[config.mk]
export PLATFORM = sky130hd
export DESIGN_NAME = msb_cell
export DESIGN_NICKNAME = d
export VERILOG_FILES = /design/src/msb_pkg.sv /design/src/msb_cell.sv
export SDC_FILE = /design/constraint.sdc
export NUM_CORES = 1
export LEC_CHECK = 0
export ABC_AREA = 1
export BUFFER_PORTS_ARGS = -buffer_cell sky130_fd_sc_hd__buf_4
export CORE_MARGIN = 1
export CORE_UTILIZATION = 45
export CTS_CLUSTER_SIZE = 8
export DETAILED_ROUTE_END_ITERATION = 12
export PLACE_DENSITY = 0.73
export SLEW_MARGIN = 20
export SYNTH_ARGS = -nofsm -noshare
export SYNTH_HDL_FRONTEND = slang
export SYNTH_SLANG_ARGS = --single-unit
[constraint.sdc]
create_clock -name clk_i -period 2.8 [get_ports clk_i]
set_input_delay 0.56 -clock clk_i [delete_from_list [all_inputs] [get_ports clk_i]]
set_output_delay 0.56 -clock clk_i [all_outputs]
set_load 0.005 [all_outputs]
[src/msb_pkg.sv]
// Shared types and constants for the merge sort batch unit.
// No dependencies; used by msb_cell and merge_sort_batch_unit.
package msb_pkg;

  localparam int DATA_W        = 32;
  localparam int MAX_ITEMS_DEF = 64;

  typedef logic signed [DATA_W-1:0] data_t;

  // value travelling down the cell row during insertion
  typedef struct packed {
    logic  valid;
    data_t value;
  } carry_t;

  typedef enum logic [1:0] {
    ST_LOAD,
    ST_SETTLE,
    ST_EMIT
  } state_e;

endpackage

[src/msb_cell.sv]
// One sorting cell: holds a single value, keeps the smaller of held and
// incoming values, forwards the larger one. Depends on msb_pkg.
module msb_cell (
  input  logic           clk_i,
  input  logic           rst_ni,
  input  msb_pkg::carry_t carry_i,
  output msb_pkg::carry_t carry_o,
  input  logic           shift_i,
  input  logic           nbr_full_i,
  input  msb_pkg::data_t nbr_val_i,
  output logic           full_o,
  output msb_pkg::data_t val_o
);

  logic            full_q, full_d;
  msb_pkg::data_t  val_q, val_d;
  logic            cvalid_q, cvalid_d;
  msb_pkg::data_t  cval_q, cval_d;

  always_comb begin
    full_d   = full_q;
    val_d    = val_q;
    cvalid_d = 1'b0;
    cval_d   = cval_q;
    if (shift_i) begin
      // output drain: take the right neighbor's contents
      full_d = nbr_full_i;
      val_d  = nbr_val_i;
    end else if (carry_i.valid) begin
      if (!full_q) begin
        full_d = 1'b1;
        val_d  = carry_i.value;
      end else if (carry_i.value < val_q) begin
        val_d    = carry_i.value;
        cvalid_d = 1'b1;
        cval_d   = val_q;
      end else begin
        cvalid_d = 1'b1;
        cval_d   = carry_i.value;
      end
    end
  end

  always_ff @(posedge clk_i or negedge rst_ni) begin
    if (!rst_ni) begin
      full_q   <= 1'b0;
      cvalid_q <= 1'b0;
    end else begin
      full_q   <= full_d;
      cvalid_q <= cvalid_d;
    end
  end

  always_ff @(posedge clk_i) begin
    val_q  <= val_d;
    cval_q <= cval_d;
  end

  assign full_o        = full_q;
  assign val_o         = val_q;
  assign carry_o.valid = cvalid_q;
  assign carry_o.value = cval_q;

endmodule

Yosys cells after proc, flatten, opt, wreduce, memory -nomap -nowiden
Index checks and enable logic that the tools add are counted.
{"block": "word_totals", "register_bits": 66, "output_inout_bits": 66, "wordCells": 20}
{"block": "classes", "n_mux": 10, "n_lt_le_gt_ge": 1, "bitwise": 1, "eq_ne": 1, "n_reduce_logical": 3}
{"cell": "two-way mux 32 bit", "count": 5}
{"cell": "less-than comparator 32 bit", "count": 1}
{"cell": "two-way mux 1 bit", "count": 5}
{"cell": "!= test 3 x 2 -> 1 bit, second input constant", "count": 1}
{"cell": "AND reduction 3 bit", "count": 1}
{"cell": "AND reduction 2 bit", "count": 1}
{"cell": "nonzero test 2 bit", "count": 1}
{"cell": "NOT 1 bit", "count": 1}

Depth between registers and ports, before layout
Gate-level depths: netlist of run 1.
{"block": "depth", "word_depth": 5, "mapped_depth": 17, "mapped_depth_nobuf": 16}

Worst setup path after synthesis of run 1
OpenSTA, ideal clock, no wires.
{"block": "synth_timing", "path_type": "input to register", "start": "input carry_i[21] (netlist bit)", "end": "register val_q[0], in the netlist val_o[0], enable pin", "arrival_time_ns": 2.302, "setup_time_ns": 0.387, "t_required_ns": 2.413, "stages": 10, "slack_ns": 0.111, "path_buffers": 0, "cell_sequence": "ha_1 a21oi_1 nor2_1 nor2_1 nand3_1 a21oi_2 nand3_1 nand3_1 nand2_1 inv_1"}
{"block": "synth_via", "elab_chain_cells": 3}
{"element": "start, declared", "line": "msb_cell.sv:6", "text": "input msb_pkg::carry_t carry_i,"}
{"element": "less-than comparator 32 bit", "line": "msb_cell.sv:33", "text": "end else if (carry_i.value < val_q) begin"}
{"element": "!= test 3 x 2 -> 1 bit (no line)"}
{"element": "AND reduction 2 bit (no line)"}
{"element": "end signal, assigned", "line": "msb_cell.sv:55", "text": "val_q <= val_d;"}
{"element": "end, declared", "line": "msb_cell.sv:16", "text": "msb_pkg::data_t val_q, val_d;"}
Every way passes these cells.
A chain may end at the register's enable or synchronous reset.

Worst setup path after layout of run 1
{"block": "layout_timing", "start": "register val_q[5], in the netlist val_o[5]", "end": "register val_q[17], in the netlist val_o[17], enable pin"}
{"block": "layout_via", "elab_chain_cells": 3}
{"element": "less-than comparator 32 bit", "line": "msb_cell.sv:33"}
{"element": "!= test 3 x 2 -> 1 bit (no line)"}
{"element": "AND reduction 2 bit (no line)"}
Every way passes these cells.

==> results of run 1 <==
==> per-stage QoR <==
step | util, % | area [um^2] | std cells | hold WS, ns
after global placement | 61.45 | 4847 | 649 | 0.3469
final | 63.77 | 5030 | 664 | 0.4881
after global routing | 63.77 | 5030 | 664 | 0.4976
after detailed placement | 61.45 | 4847 | 649 | 0.3454
after CTS | 63.77 | 5030 | 664 | 0.4820
after floorplan | - | 3764 | 424 | 0.2644
==> power by group through the flow <==
stage               logic [mW]  clock network (mW)  registers, mW
detailed placement       0.843                   0           1.34
global route             0.939               0.791           1.33
finish                   0.843               0.744           1.32
global placement         0.806                   0           1.34
CTS                      0.846               0.753           1.32
floorplan                0.496                   0           1.34
==> critical path, stage by stage, from the launching register on <==
cell and delay, ns:
edfxtp_1 0.43, inv_1 0.08, ha_1 0.24, a21oi_1 0.17
nor2_1 0.05, nor3_1 0.14, nand2_1 0.12, nand2_1 0.07
nand2_1 0.07, nand2_2 0.09, nand3_1 0.13, nand3_1 0.12
nand2_1 0.05, inv_1 0.15, buf_12 0.18
==> logic make-up (layout without fill, tap and decap cells) <==
family,Yosys count,in the layout,synth area share [%]
and+or+nand+nor,246,246,26.99
buffers and inverters,59,197,7.281
AOI/OAI and AO/OA,22,22,3.025
DFF,66,66,52.39
adders and majority gates,31,31,10.31
==> how the worst min path moves through the flow <==
stage / from / end / slack [ns] / cells past startpoint
2_1_floorplan: rst_ni / cvalid_q / 0.26 / 0
3_3_place_gp: rst_ni / cvalid_q / 0.35 / 1
3_5_place_dp: rst_ni / cvalid_q / 0.35 / 1
4_1_cts: nbr_val_i[14] / val_o[14] / 0.48 / 3
5_1_grt: nbr_val_i[7] / val_o[7] / 0.50 / 3
6_report: nbr_val_i[14] / val_o[14] / 0.49 / 3
==> cells in the final DEF (no fill, tap or decap), drive strengths merged <==
cell type    instances
nor2                15
inv                 45
buf                137
dfrtp                2
nand4                1
bufinv               1
nor3                 2
o21ai                7
clkbuf              10
a21oi               15
ha                  31
clkinv               3
nand2              222
dlygate4sd3          1
edfxtp              64
nand3                6
==> sequential cells by signal, indices dropped and copies added (netlist names) <==
signal and flops:
cval_q 32, full_o 1, val_o 32, cvalid_q 1
==> repair_timing <==
item | in CTS | in global routing
endpoints found under the hold margin | 2 | 0
setup buffers | 0 | 0
hold buffers | 1 | 0
==> cell type report <==
class	instances	area, um^2
fillers	659	2858
inverters	45	168.9
well taps	102	127.6
repair buffers	138	1064
flip-flops and latches	66	1972
clock buffers	10	127.6
multi-input cells	299	1525
clock inverters	4	45.04
==> routing by layer <==
layer  GRT usage [%]  part of all wire, %  up-vias
li1                -                    -     1617
met1           26.96                   42     1528
met2           38.91                   49      138
met3           4.065                  7.7        9
met4           8.718                  1.2        0
met5               0                    0        -
==> reports/qor.txt, run 1 <==
status - finished, final reports clean
main flop type after synthesis - edfxtp_1
Sw Share - 30.66%
Synth Register Bits - 66
worst skew pair latency - 0.34 ns
total gr overflow - 0
Net Switching - 890.1 uW
core box area - 7888 um^2
worst relative slew slack - 30.79%
vias in the first global route - 3248
WP data required - 2.84 ns
row count - 32
pin count of the biggest net entering global routing - 40
end point of the critical path - val_o[17]
fin nets - 659
critical path data arrival time - 2.44 ns
reg2reg setup slack - 0.40 ns
Yosys cell types - 20
Tcrit/Tclk final - 85.57%
Clock transition at path regs - 0.07 ns
r2r endpoint - val_o[17]
Slew Viols, Final - 0
Warnings, synthesis - 0
synthesized instance count - 424
Via Count - 3292
clock sink count - 66
post-place setup slack - 0.1483 ns
RSZ-0062 raised after global routing - false
CTS tree - built
initial antenna violation count - 0
worst vdd ir - 0.2815 mV
Max-cap violations - 0
GRT Total Usage - 22.21%
Period minus WS final - 2.396 ns
Clock power frac - 25.6%
Startpoint Class - flip-flop
Final Hold Viols - 0
CP max FO - 16
post-route ant nets - 0
combinational power share - 29.0%
H-tree depth - 3
IO Count - 135
endpoints failing setup - 0
FMAX - 0.4174 GHz
Synth top cells by count - nand2_1 (196), edfxtp_1 (64), inv_1 (45)
Initial Util - 47.72%
Die Y - 93.45 um
die area - 8733 um^2
PortBufs - 134
Area contributors post-synth - edfxtp_1 (51%), nand2_1 (20%), ha_1 (10%)
share of the synthesized area in the top cell type - 51.06%
share of layout cells above drive strength 1 - 32.03%
R2R cell count - 14
crit path from - val_o[5]
root buffer cell - clkbuf_8
post-CTS sizing - 0
post-detailed-routing wire length - 9532 um
Worst Slack Setup Final - 0.4041 ns
gp weighted congestion - 0.8057
initial DRC count - 173
Layout area overhead - 33.64%
die span in x - 93.45 um
Power Total - 2.904 mW
crit path kind - flip-flop to flip-flop
ant diodes - 0
vias per cell - 4.958
Static Leak - 2.597 nW
Max clock buf depth - 2
Post-route DRC - 0
syn_nets - 524
Seq/Total Area, Yosys - 52.39%
Pint - 2.014 mW
first-pass GRT wire length - 14770 um
setup TNS - 0 ns
synthesized area per cell - 8.876 um^2
RR Startpoint - val_o[5]
Least-Margin Pin Slew - 1.037 ns
HP Class - input pin to flip-flop
drt first pass iters - 5
Worst Skew - 0.01068 ns
number of buffers created by CTS - 9
asr flop ratio synth - 3.030%
Detail Placement HPWL - 6868 um
pwr dens - 577.3 nW/um^2
WL per Instance - 14.36 um
Crit. End Element - flip-flop
Post-synth EDFFs - 64
area of the mapped netlist - 3764 um^2
biggest area consumer among synthesized cells - edfxtp_1
most common cell in the netlist - nand2_1
Flop pwr share - 45.3%
(Power assumes the default switching activity.)
==> inputs of run 2 (changes only) <==
Settings changed: CORE_UTILIZATION 45 to 50, PLACE_DENSITY 0.73 to 0.8.
Clock period 2.8 ns to 2.4 ns, I/O delays scaled along.
==> run 2 against run 1 <==
Net effect:
- die area shrank 9.8%
- setup slack lost 0.38 ns
- sequential share of layout area shrank 1.8 points
- critical path depth shrank 2
- clock skew shrank 0.0029 ns
- first-iteration DRC count shrank 4.6%
- clock-buffer cell count is the same
- largest power group unchanged
- sequential power grew 16%
- worst hold slack lost 0.084 ns
==> reports/qor.txt, run 2 (synthesis results as in run 1) <==
crit-path max cell delay - 0.41 ns
most common cell after layout, fill and taps aside - nand2_1
endpoints failing setup - 0
WL per Instance - 14.09 um
first-pass GRT wire length - 14300 um
ant diodes - 0
CP bufs+invs - 3
total gr overflow - 0
clock sink count - 66
WP data required - 2.44 ns
vias in the first global route - 3175
Crit. End Element - flip-flop
critical path data arrival time - 2.42 ns
drt first pass iters - 4
CP max FO - 24
share of layout cells above drive strength 1 - 35.89%
GRT Total Usage - 24.47%
core box area - 7253 um^2
vias per cell - 4.923
post-route ant nets - 0
Period minus WS final - 2.378 ns
Max clock buf depth - 2
number of buffers created by CTS - 9
Filler cells - 562
setup TNS - 0 ns
Static Leak - 2.644 nW
pwr dens - 665.1 nW/um^2
crit path kind - flip-flop to flip-flop
die span in x - 88.76 um
root buffer cell - clkbuf_8
post-detailed-routing wire length - 9481 um
Final Hold Viols - 0
Die Y - 88.76 um
gp weighted congestion - 0.8324
Worst Hold Margin - 0.4039 ns
worst skew pair latency - 0.34 ns
die area - 7878 um^2
Startpoint Class - flip-flop
Crit-path slowest cell - edfxtp_1
worst vdd ir - 0.3383 mV
initial antenna violation count - 0
Max-cap violations - 0
FMAX - 0.4204 GHz
CP cell instances - inv_1 > ha_1 > a21oi_1 > o21ai_0 > a21oi_1 > nand2_1 > nand2_2 > nand3_2 > nand3_2 > nand2_2 > clkinvlp_4 > buf_12
status - finished, final reports clean
PortBufs - 134
Initial Util - 51.89%
Layout area overhead - 39.99%
CTS tree - built
Via Count - 3313
Clock transition at path regs - 0.07 ns
Placed Area - 4992 um^2
row count - 31
pin count of the biggest net entering global routing - 40
commonest non-fill, non-tap cells in the layout - nand2_1 (195), buf_4 (146), edfxtp_1 (64), inv_1 (43), nand2_2 (24)
Least-Margin Pin Slew - 0.4603 ns
Slew Viols, Final - 0
Finished Cell Area - 5269 um^2
Detail Placement HPWL - 6613 um
Tcrit/Tclk final - 99.10%
fin nets - 669
worst relative slew slack - 69.32%
HP Class - input pin to flip-flop
initial DRC count - 165
H-tree depth - 3
Worst Skew - 0.007763 ns
IO Count - 135
CP top delay family - simple AND/OR/NAND/NOR gates
RSZ-0062 raised after global routing - true
Post-route DRC - 0
-- run 2: path summary, 6_finish.rpt --
kind	cells past startpoint	to	startpoint	slack (ns)
setup / recovery	12	val_o[0]	val_o[11]	0.02
hold / removal	3	val_o[17]	nbr_val_i[17]	0.40
setup reg to reg	12	val_o[0]	val_o[11]	0.02
hold reg to reg	2	cval_q[14]	val_o[14]	0.58
max in group asynchronous	2	full_o	rst_ni	1.84
min in group asynchronous	2	cvalid_q	rst_ni	0.48
-- run 2: area by class of cell --
class / count / area (um^2) / area share (%)
Multi-Input combinational cell: 299 / 1689 / 32.06
Clock inverter: 6 / 57.56 / 1.092
Tap cell: 99 / 123.9 / 2.351
Clock buffer: 10 / 127.6 / 2.422
Sequential cell: 66 / 1972 / 37.43
Inverter: 45 / 172.7 / 3.277
Timing Repair Buffer: 148 / 1126 / 21.37
-- run 2: metal layers --
layer  up-vias  wire, um  GRT usage [%]
met5         -         0              0
met4         0       206          14.37
met3        21       556          4.664
met2       138      4921          41.68
met1      1514      3796          28.85
li1       1640         -              -
-- run 2: worst min-delay path, delay by kind of cell --
| family | cells | cell delay [ns] |
|---|---|---|
| and+or+nand+nor | 2 | 0.09 |
| buffers and inverters | 1 | 0.08 |
-- run 2: power breakdown --
group	leakage, nW	switching [mW]	internal (mW)
registers	0.648	0.0778	1.46
logic	1.91	0.587	0.477
clock network	0.0874	0.435	0.471
-- run 2: stage by stage --
| step | util (%) | setup WS (ns) | cells | power (mW) |
|---|---|---|---|---|
| floorplan | - | 0.005896 | 424 | 2.167 |
| detailed placement | 68.83 | -0.06983 | 651 | 2.570 |
| global route | 72.64 | -0.1207 | 673 | 3.695 |
| finish | 72.64 | 0.02152 | 673 | 3.504 |
| CTS | 71.52 | 0.05250 | 668 | 3.460 |
| global placement | 68.83 | -0.01350 | 651 | 2.526 |
-- run 2: timing repair --
| action | 4_1_cts | 5_1_grt |
|---|---|---|
| hold endpoints to repair | 2 | 0 |
| hold buffers | 1 | 0 |
| endpoints found under the setup margin | 0 | 63 |
| resized for setup | 0 | 7 |
| buffers inserted | 0 | 5 |
